### src/sv/spq_pkg.sv
`timescale 1ns / 1ps
// ----------------------------------------------------------------------------
// spq_pkg : shared types and codes of the sorted priority queue
// Entry layout, operation codes and the control bundle that is broadcast to
// every cell of the row.
// ----------------------------------------------------------------------------
package spq_pkg;

  localparam int PrioW   = 8;
  localparam int AgeW    = 7;
  localparam int HealthW = 8;
  localparam int FuncW   = 2;

  typedef enum logic [FuncW-1:0] {
    OP_INSERT = 2'd0,
    OP_POP    = 2'd1,
    OP_FRONT  = 2'd2,
    OP_NONE   = 2'd3
  } op_t;

  typedef struct packed {
    logic [PrioW-1:0]   prio;
    logic [AgeW-1:0]    age;
    logic [HealthW-1:0] health;
  } payload_t;

  typedef struct packed {
    logic     occ;
    payload_t data;
  } entry_t;

  // Broadcast to all cells; ins and pop are never high together.
  typedef struct packed {
    logic ins;
    logic pop;
  } ctl_t;

endpackage

### src/sv/spq_cell.sv
`timescale 1ns / 1ps
// ----------------------------------------------------------------------------
// spq_cell : one slot of the sorted entry row
// Holds one entry; on insert it keeps, shifts in its left neighbor or takes
// the new entry, on pop it takes its right neighbor.
// ----------------------------------------------------------------------------
module spq_cell #(
  parameter bit FIRST = 1'b0
) (
  input  logic             clk,
  input  logic             rst_n,
  input  spq_pkg::ctl_t    ctl,
  input  spq_pkg::payload_t new_ent,
  input  spq_pkg::entry_t  left,
  input  logic             left_lt,
  input  spq_pkg::entry_t  right,
  output spq_pkg::entry_t  q,
  output logic             lt
);
  import spq_pkg::*;

  logic     occ_r, occ_nxt;
  payload_t data_r, data_nxt;

  // New entry goes strictly in front of this one.
  assign lt = occ_r && (new_ent.prio < data_r.prio);

  always_comb begin
    occ_nxt  = occ_r;
    data_nxt = data_r;
    if (ctl.ins) begin
      if (left_lt) begin
        // shift right: left neighbor moves in
        occ_nxt  = 1'b1;
        data_nxt = left.data;
      end else if ((FIRST || left.occ) && (lt || !occ_r)) begin
        occ_nxt  = 1'b1;
        data_nxt = new_ent;
      end
    end else if (ctl.pop) begin
      occ_nxt  = right.occ;
      data_nxt = right.data;
    end
  end

  always_ff @(posedge clk) begin
    if (!rst_n) begin
      occ_r <= 1'b0;
    end else begin
      occ_r <= occ_nxt;
    end
  end

  always_ff @(posedge clk) begin
    data_r <= data_nxt;
  end

  assign q = '{occ: occ_r, data: data_r};

endmodule

### src/sv/sorted_priority_queue.sv
`timescale 1ns / 1ps
// ----------------------------------------------------------------------------
// sorted_priority_queue : bounded priority queue in a row of sorting cells
// Entries sit in ascending priority order, front in cell 0. Insert places the
// new entry behind all entries of lower or equal priority; pop removes the
// front. Every operation yields one result beat.
// ----------------------------------------------------------------------------
//
//  Channel | Handshake           | Payload
//  --------+---------------------+-----------------------------------------
//  in      | in_valid / in_stall | in_func, in_priority_req, in_age,
//          |                     | in_health_condition
//  out     | out_valid/out_stall | out_ok, out_is_empty, out_is_full,
//          |                     | out_priority, out_age, out_health
//
//  One beat per clock unless in_stall is high: every cell decides its next
//  entry in the cycle of acceptance from a broadcast compare against the new
//  priority, so the row is settled at the next edge, together with the
//  registered result. in_stall is high only while a result is held and
//  out_stall is high. Reset empties the row at once (occupancy bits only).
// ----------------------------------------------------------------------------
module sorted_priority_queue #(
  parameter int CAPACITY = 16
) (
  input  logic                        clk,
  input  logic                        rst_n,
  input  logic                        in_valid,
  output logic                        in_stall,
  input  logic [spq_pkg::FuncW-1:0]   in_func,
  input  logic [spq_pkg::PrioW-1:0]   in_priority_req,
  input  logic [spq_pkg::AgeW-1:0]    in_age,
  input  logic [spq_pkg::HealthW-1:0] in_health_condition,
  output logic                        out_valid,
  input  logic                        out_stall,
  output logic                        out_ok,
  output logic                        out_is_empty,
  output logic                        out_is_full,
  output logic [spq_pkg::PrioW-1:0]   out_priority,
  output logic [spq_pkg::AgeW-1:0]    out_age,
  output logic [spq_pkg::HealthW-1:0] out_health
);
  import spq_pkg::*;

  entry_t   cell_q  [CAPACITY];
  logic     cell_lt [CAPACITY];
  payload_t new_ent;
  ctl_t     ctl;
  op_t      op;
  logic     accept;
  logic     empty, full;

  // result register
  logic     out_valid_r, out_valid_nxt;
  logic     ok_r, ok_nxt;
  logic     empty_r, empty_nxt;
  logic     full_r, full_nxt;
  payload_t res_r, res_nxt;

  assign new_ent = '{prio: in_priority_req, age: in_age, health: in_health_condition};
  assign op      = op_t'(in_func);

  // Occupancy is a thermometer: cell 0 tells empty, the last cell full.
  assign empty = !cell_q[0].occ;
  assign full  = cell_q[CAPACITY-1].occ;

  // Accept whenever the result register is free or drains this cycle.
  assign in_stall = out_valid_r && out_stall;
  assign accept   = in_valid && !in_stall;

  always_comb begin
    ctl.ins = accept && (op == OP_INSERT) && !full;
    ctl.pop = accept && (op == OP_POP) && !empty;
  end

  // The row of cells; cell 0 has no left neighbor, the last cell takes an
  // empty slot from the right on pop.
  for (genvar i = 0; i < CAPACITY; i++) begin : g_cell
    entry_t left_ent, right_ent;
    logic   left_lt;

    if (i == 0) begin : g_head
      assign left_ent = '0;
      assign left_lt  = 1'b0;
    end else begin : g_mid
      assign left_ent = cell_q[i-1];
      assign left_lt  = cell_lt[i-1];
    end

    if (i == CAPACITY - 1) begin : g_tail
      assign right_ent = '0;
    end else begin : g_body
      assign right_ent = cell_q[i+1];
    end

    spq_cell #(
      .FIRST (i == 0)
    ) u_cell (
      .clk     (clk),
      .rst_n   (rst_n),
      .ctl     (ctl),
      .new_ent (new_ent),
      .left    (left_ent),
      .left_lt (left_lt),
      .right   (right_ent),
      .q       (cell_q[i]),
      .lt      (cell_lt[i])
    );
  end

  // Build the result beat from the state before the edge plus the operation.
  always_comb begin
    out_valid_nxt = out_valid_r && out_stall;
    ok_nxt        = ok_r;
    empty_nxt     = empty_r;
    full_nxt      = full_r;
    res_nxt       = res_r;
    if (accept) begin
      out_valid_nxt = 1'b1;
      ok_nxt        = 1'b0;
      empty_nxt     = empty;
      full_nxt      = full;
      res_nxt       = empty ? '0 : cell_q[0].data;
      case (op)
        OP_INSERT: begin
          if (!full) begin
            ok_nxt    = 1'b1;
            empty_nxt = 1'b0;
            full_nxt  = cell_q[CAPACITY-2].occ;
            // new entry becomes the front if it beats the current one or the row is empty
            if (empty || cell_lt[0]) begin
              res_nxt = new_ent;
            end
          end
        end
        OP_POP: begin
          if (!empty) begin
            ok_nxt    = 1'b1;
            empty_nxt = !cell_q[1].occ;
            full_nxt  = 1'b0;
          end
        end
        OP_FRONT: begin
          ok_nxt = !empty;
        end
        default: begin
          // unused code: report the front, change nothing
          ok_nxt = 1'b0;
        end
      endcase
    end
  end

  always_ff @(posedge clk) begin
    if (!rst_n) begin
      out_valid_r <= 1'b0;
    end else begin
      out_valid_r <= out_valid_nxt;
    end
  end

  // Hold the payload while stalled.
  always_ff @(posedge clk) begin
    ok_r    <= ok_nxt;
    empty_r <= empty_nxt;
    full_r  <= full_nxt;
    res_r   <= res_nxt;
  end

  assign out_valid    = out_valid_r;
  assign out_ok       = ok_r;
  assign out_is_empty = empty_r;
  assign out_is_full  = full_r;
  assign out_priority = res_r.prio;
  assign out_age      = res_r.age;
  assign out_health   = res_r.health;

endmodule

### config.mk
export PLATFORM = sky130hd
export DESIGN_NAME = sorted_priority_queue
export DESIGN_NICKNAME = d
export VERILOG_FILES = /design/src/sv/spq_pkg.sv /design/src/sv/spq_cell.sv /design/src/sv/sorted_priority_queue.sv
export SDC_FILE = /design/constraint.sdc
export NUM_CORES = 1
export LEC_CHECK = 0
export ABC_CLOCK_PERIOD_IN_PS = 8500
export BUFFER_PORTS_ARGS = -buffer_cell sky130_fd_sc_hd__buf_2
export CAP_MARGIN = 20
export CORE_MARGIN = 2
export CORE_UTILIZATION = 38
export CTS_CLUSTER_DIAMETER = 120
export CTS_CLUSTER_SIZE = 30
export DETAILED_ROUTE_END_ITERATION = 10
export PLACE_DENSITY = 0.58
export SETUP_SLACK_MARGIN = 0.1
export SLEW_MARGIN = 20
export SYNTH_ARGS = -nofsm -noshare
export SYNTH_HDL_FRONTEND = slang
export SYNTH_SLANG_ARGS = --single-unit
### constraint.sdc
create_clock -name clk -period 8.5 [get_ports clk]
set_input_delay 1.7 -clock clk [delete_from_list [all_inputs] [get_ports clk]]
set_output_delay 1.7 -clock clk [all_outputs]
set_load 0.02 [all_outputs]
Word level (Yosys, flattened, before mapping)
Cells that the tools add are included.
Word-level totals
  output and inout port bits: 28
  logic and storage cells: 333
  bits of input ports: 29
  register bits after elaboration: 411
Operators by class
  mux-type cells: 140
  equality and inequality tests: 18
  $lt $le $gt $ge: 16
  reduce and logical (&&, ||, !) cells: 88
Operator list (number)
  2-to-1 mux 23 bit: 67
  less-than comparator 8 bit: 16
  2-to-1 mux 1 bit: 70
  inequality test 3 x 1 -> 1 bit (second input constant): 15
  logical AND 1 bit: 37
  AND reduction 2 bit: 16
  zero test 1 bit: 17
  logical OR 1 bit: 16
  one-hot mux 1 bit (2 select lines): 2
  one-hot mux 1 bit (3 select lines): 1
  equality test 2 x 1 -> 1 bit (second input constant): 1
  equality test 2 bit (second input constant): 1
  zero test 2 bit: 1
  inequality test 2 x 1 -> 1 bit (second input constant): 1
  nonzero test 2 bit: 1

Longest topological paths before layout
  depth in word-level cells: 7
  depth in mapped cells: 10
  depth with buffers taken out: 7

Hierarchy
Synthesis repeated with hierarchy kept, for this count alone.
Second synthesis, totals
  cell total of the unflattened synthesis: 2226
  area total of the unflattened synthesis: 24308.3 µm²
By module, submodules not included
  spq_cell (g_cell[10].u_cell ...): seq. area each 710.7 µm², cells an instance 134, instances 15, area an instance 1440.1 µm²
  spq_cell (g_cell[0].u_cell): seq. area each 710.7 µm², cells an instance 134, instances 1, area an instance 1445.1 µm²
  sorted_priority_queue: seq. area each 800.8 µm², cells an instance 82, instances 1, area an instance 1261.2 µm²

Least setup slack after synthesis
OpenSTA, ideal clock, no wires.
  path type: input-to-reg
  from: input port out_stall
  to: register g_cell[3].u_cell.data_r (netlist bit g_cell[3].u_cell.q[0]), enable pin
  path buffers: 2
  path slack: 3.160 ns
  arrival time: 4.894 ns
  setup time: 0.446 ns
  data required time: 8.054 ns
  cell stages on the path: 8
  cell sequence: nand2_1 -> nand2_1 -> inv_1 -> nand2_1 -> buf_2 -> clkbuf_1 -> nor2_1 -> a311oi_1
On the way
  cells in the longest elaborated chain, start to end: 7
  elaborated cells on any way between the ends: 10
  those cells by class: eq/ne: 1; reduce/logical: 9
Ends and longest elaborated chain
  from (decl): line sorted_priority_queue.sv:34  | input logic out_stall,
  logical AND 1 bit *: line sorted_priority_queue.sv:67  | assign in_stall = out_valid_r && out_stall;
  zero test 1 bit *: line sorted_priority_queue.sv:68  | assign accept = in_valid && !in_stall;
  logical AND 1 bit *: line sorted_priority_queue.sv:68
  net accept: line sorted_priority_queue.sv:49  | logic accept;
  logical AND 1 bit (on tied branches) (2 in series): line sorted_priority_queue.sv:71, sorted_priority_queue.sv:72
  inequality test 3 x 1 -> 1 bit (no line) or nonzero test 2 bit (tied branches)
  AND reduction 2 bit (no line) *
  to (signal assigned): line spq_cell.sv:55  | data_r <= data_nxt;
  to (decl): line spq_cell.sv:23  | payload_t data_r, data_nxt;
The timed path passes the listed nets; every way through them passes the cells marked *.
A chain may end at the register's enable or synchronous reset.

==> results.ini <==
[run_status]
status=finished clean

[worst_setup_path]
r2r_cells=7
crit_type=in2reg
rr_startpoint=out_valid
worstSetupEndpointType=register
path_max_fanout=180
arrival_ns=5.20
reg2reg_to=g_cell[12].u_cell.q[8]
startpoint_type=input port
rrSetupSlack_ns=4.44
required_ns=8.78

[synth]
syn_area_sq_um=22500
syn_inst=2127
synth_cell_types=54
ys_top_cells_by_area=edfxtp_1, o211ai_1, ha_1
synth_top_area_cell=edfxtp_1
synth_edf_count=394
synth_top_area_share_pct=52.7
synth_flop_cell=edfxtp_1
synth_warnings=0
syn_nets=2264
syn-mean-instance-area_sq_um=10.6
ys_async_sr_fraction_pct=0
synth_seq_area_share_pct=54.2
synth_seq_cells=411

[clock_tree]
cts_tree=done
clk_latency_ns=0.57
root_buffer=clkbuf_16
clock-sinks=411
path_clk_slew_ns=0.13
cts_buffer_depth=3
cts_hold_buf=0
cts_made_buffers=17
ctsHtreeMaxLevel=1
cts_setup_buffers=0
cts_resized=0

[placement]
port_buffers=56
place_congestion=0.824
detailed_place_hpwl_mm=42.9

[timing]
max_freq_mhz=203
slew_headroom_pct=29.4
slew_viol_final=0
clock_skew_ns=0.0286
setup-violations-final=0
hold_viol=0
finalCritPeriodShare_pct=57.9
min_period_ns=4.92
setup_tns_ns=0
rsz0062_at_grt=no
tightest_slew_ns=1.06

[worst_hold_path]
hold_class=reg2reg
worstHoldStart=g_cell[10].u_cell.occ_r
holdPathEnd=g_cell[10].u_cell.occ_r
hold_depth=2

[floorplan]
io_pins=57
rows=89
die_y_um=247
initial_core_util_pct=38.3
die_area_sq_um=61100
core_area_sq_um=58700
die_w_um=247

[power]
power_density_nw_per_um2=159
vdd_drop_max_v=0.000141
p_leak_nw=8.41

[route]
ant_nets=0
detail_route.wl_per_cell_um=24.4
routed_wirelength_mm=69.5
drt_pass1_iterations=5
vias=17712
drc=0
drtIter0Drc=1834
viasPerCell=6.23

[flow_run]
max-cap-violations=0

[global_route]
antenna_found_initial=0
grt_pass1_wl_mm=105
grt_pass1_vias=17387
grt_max_degree=181
gr-usage-all-layers_pct=22.5
grt-ovfl-total=0

[final_layout]
drive_gt1_share_pct=7.87
synthToLayoutAreaGrowth_pct=7.35
antennaDiodeCount=0
post-route-util_pct=41.1
num-fill-cells=5609
finalNetCount=2202

==> cells in the mapped netlist, types with 2 or more instances <==
cell	n
inv_1	140
dfxtp_1	17
buf_1	10
o21a_1	4
a22o_1	23
o21ai_0	87
a31oi_2	2
a21boi_0	5
nand2b_1	6
a2111o_1	2
nand3_1	212
nor3_1	8
a211oi_1	11
a21o_1	3
mux2i_1	69
edfxtp_1	394
nand2_1	326
o221ai_1	84
nor2b_1	15
clkbuf_1	137
nand4_1	74
o221a_2	5
a21oi_1	42
a41oi_1	6
and3_1	4
buf_2	24
ha_1	108
a21oi_2	2
nor4_1	2
a211oi_2	6
o211ai_1	199
o311a_1	2
buf_4	9
o21ai_1	18
o21bai_1	2
nor2_1	46
and2_1	4
a31oi_1	3
==> registers in the layout (all words and copies together) (netlist names) <==
signal	cells
out_is_empty	1
out_valid	1
out_priority	8
g_cell.u_cell.q	368
out_is_full	1
g_cell.u_cell.occ_r	16
out_health	8
out_age	7
out_ok	1
==> placed cells by master, fill, tap and decap left out, types with 16 or more instances in the layout <==
cell type / Yosys / routed
edfxtp_1: 394 / 394
nand2_1: 326 / 324
nand3_1: 212 / 212
o211ai_1: 199 / 199
inv_1: 140 / 139
ha_1: 108 / 108
o21ai_0: 87 / 86
o221ai_1: 84 / 84
nand4_1: 74 / 74
mux2i_1: 69 / 69
buf_2: 24 / 56
nor2_1: 46 / 45
a21oi_1: 42 / 40
buf_4: 9 / 39
a22o_1: 23 / 23
o21ai_1: 18 / 18
clkbuf_16: 0 / 17
dfxtp_1: 17 / 16
==> where the power goes <==
| group | internal (mW) | switching, mW | leakage (nW) |
|---|---|---|---|
| Sequential | 2.29 | 0.0384 | 3.76 |
| Combinational | 0.138 | 0.333 | 4.42 |
| Clock | 0.380 | 0.650 | 0.228 |
| Total | 2.81 | 1.02 | 8.41 |
==> critical path: stages <==
cell	delay, ns
buf_2	0.07
nand2_1	0.05
nand2_1	0.37
inv_2	0.41
nand2_4	0.81
buf_4	0.70
buf_12	0.58
o21ai_0	0.24
==> cells by family (layout without fill, tap and decap cells) <==
group | count (synthesis) | in the layout | synth area share [%]
and+or+nand+nor | 700 | 700 | 14.1
AOI/OAI and AO/OA | 518 | 518 | 16.9
DFF | 411 | 411 | 54.2
buffers and inverters | 321 | 265 | 5.68
adders and majority gates | 108 | 108 | 6.02
muxes | 69 | 69 | 3.08
==> worst max path at each step <==
stage / start / end / slack [ns] / cells after the start
floorplan: out_stall / g_cell[3].u_cell.q[0] / 3.16 / 8
CTS: out_stall / g_cell[12].u_cell.q[7] / 3.34 / 8
detailed placement: out_stall / g_cell[12].u_cell.q[7] / 2.73 / 8
global placement: out_stall / g_cell[10].u_cell.q[8] / 2.89 / 8
finish: out_stall / g_cell[12].u_cell.q[8] / 3.58 / 8
global route: out_stall / g_cell[12].u_cell.q[7] / 3.38 / 8
==> per-stage QoR <==
stage | area [sq um] | power, mW | std cells | setup slack (ns) | hold slack, ns
CTS | 24100 | 3.85 | 2843 | 3.34 | 0.540
global placement | 23600 | 2.82 | 2818 | 2.89 | 0.511
floorplan | 22500 | 2.65 | 2127 | 3.16 | 0.451
finish | 24100 | 3.83 | 2844 | 3.58 | 0.539
global route | 24100 | 3.96 | 2844 | 3.38 | 0.556
detailed placement | 23600 | 2.84 | 2818 | 2.73 | 0.521
==> layout make-up <==
type	count	area [sq um]	share of cell area, %
sequential	411	12200	50.5
timing repair buffer	100	681	2.82
clock inverter	3	20.0	0.0830
multi-input combinational	1395	9300	38.6
inverter	140	526	2.18
tap	773	967	4.01
clock buffer	22	444	1.84
==> per-layer routing <==
layer,GRT usage (%),vias to the layer above,routed length [um],share of wire [%]
met5,0,-,0,0
met3,2.54,121,4760,6.9
li1,-,7923,-,-
met1,32.1,8933,30900,44
met2,35.6,735,31700,46
met4,6.91,0,2110,3.0
(Power assumes the default switching activity.)
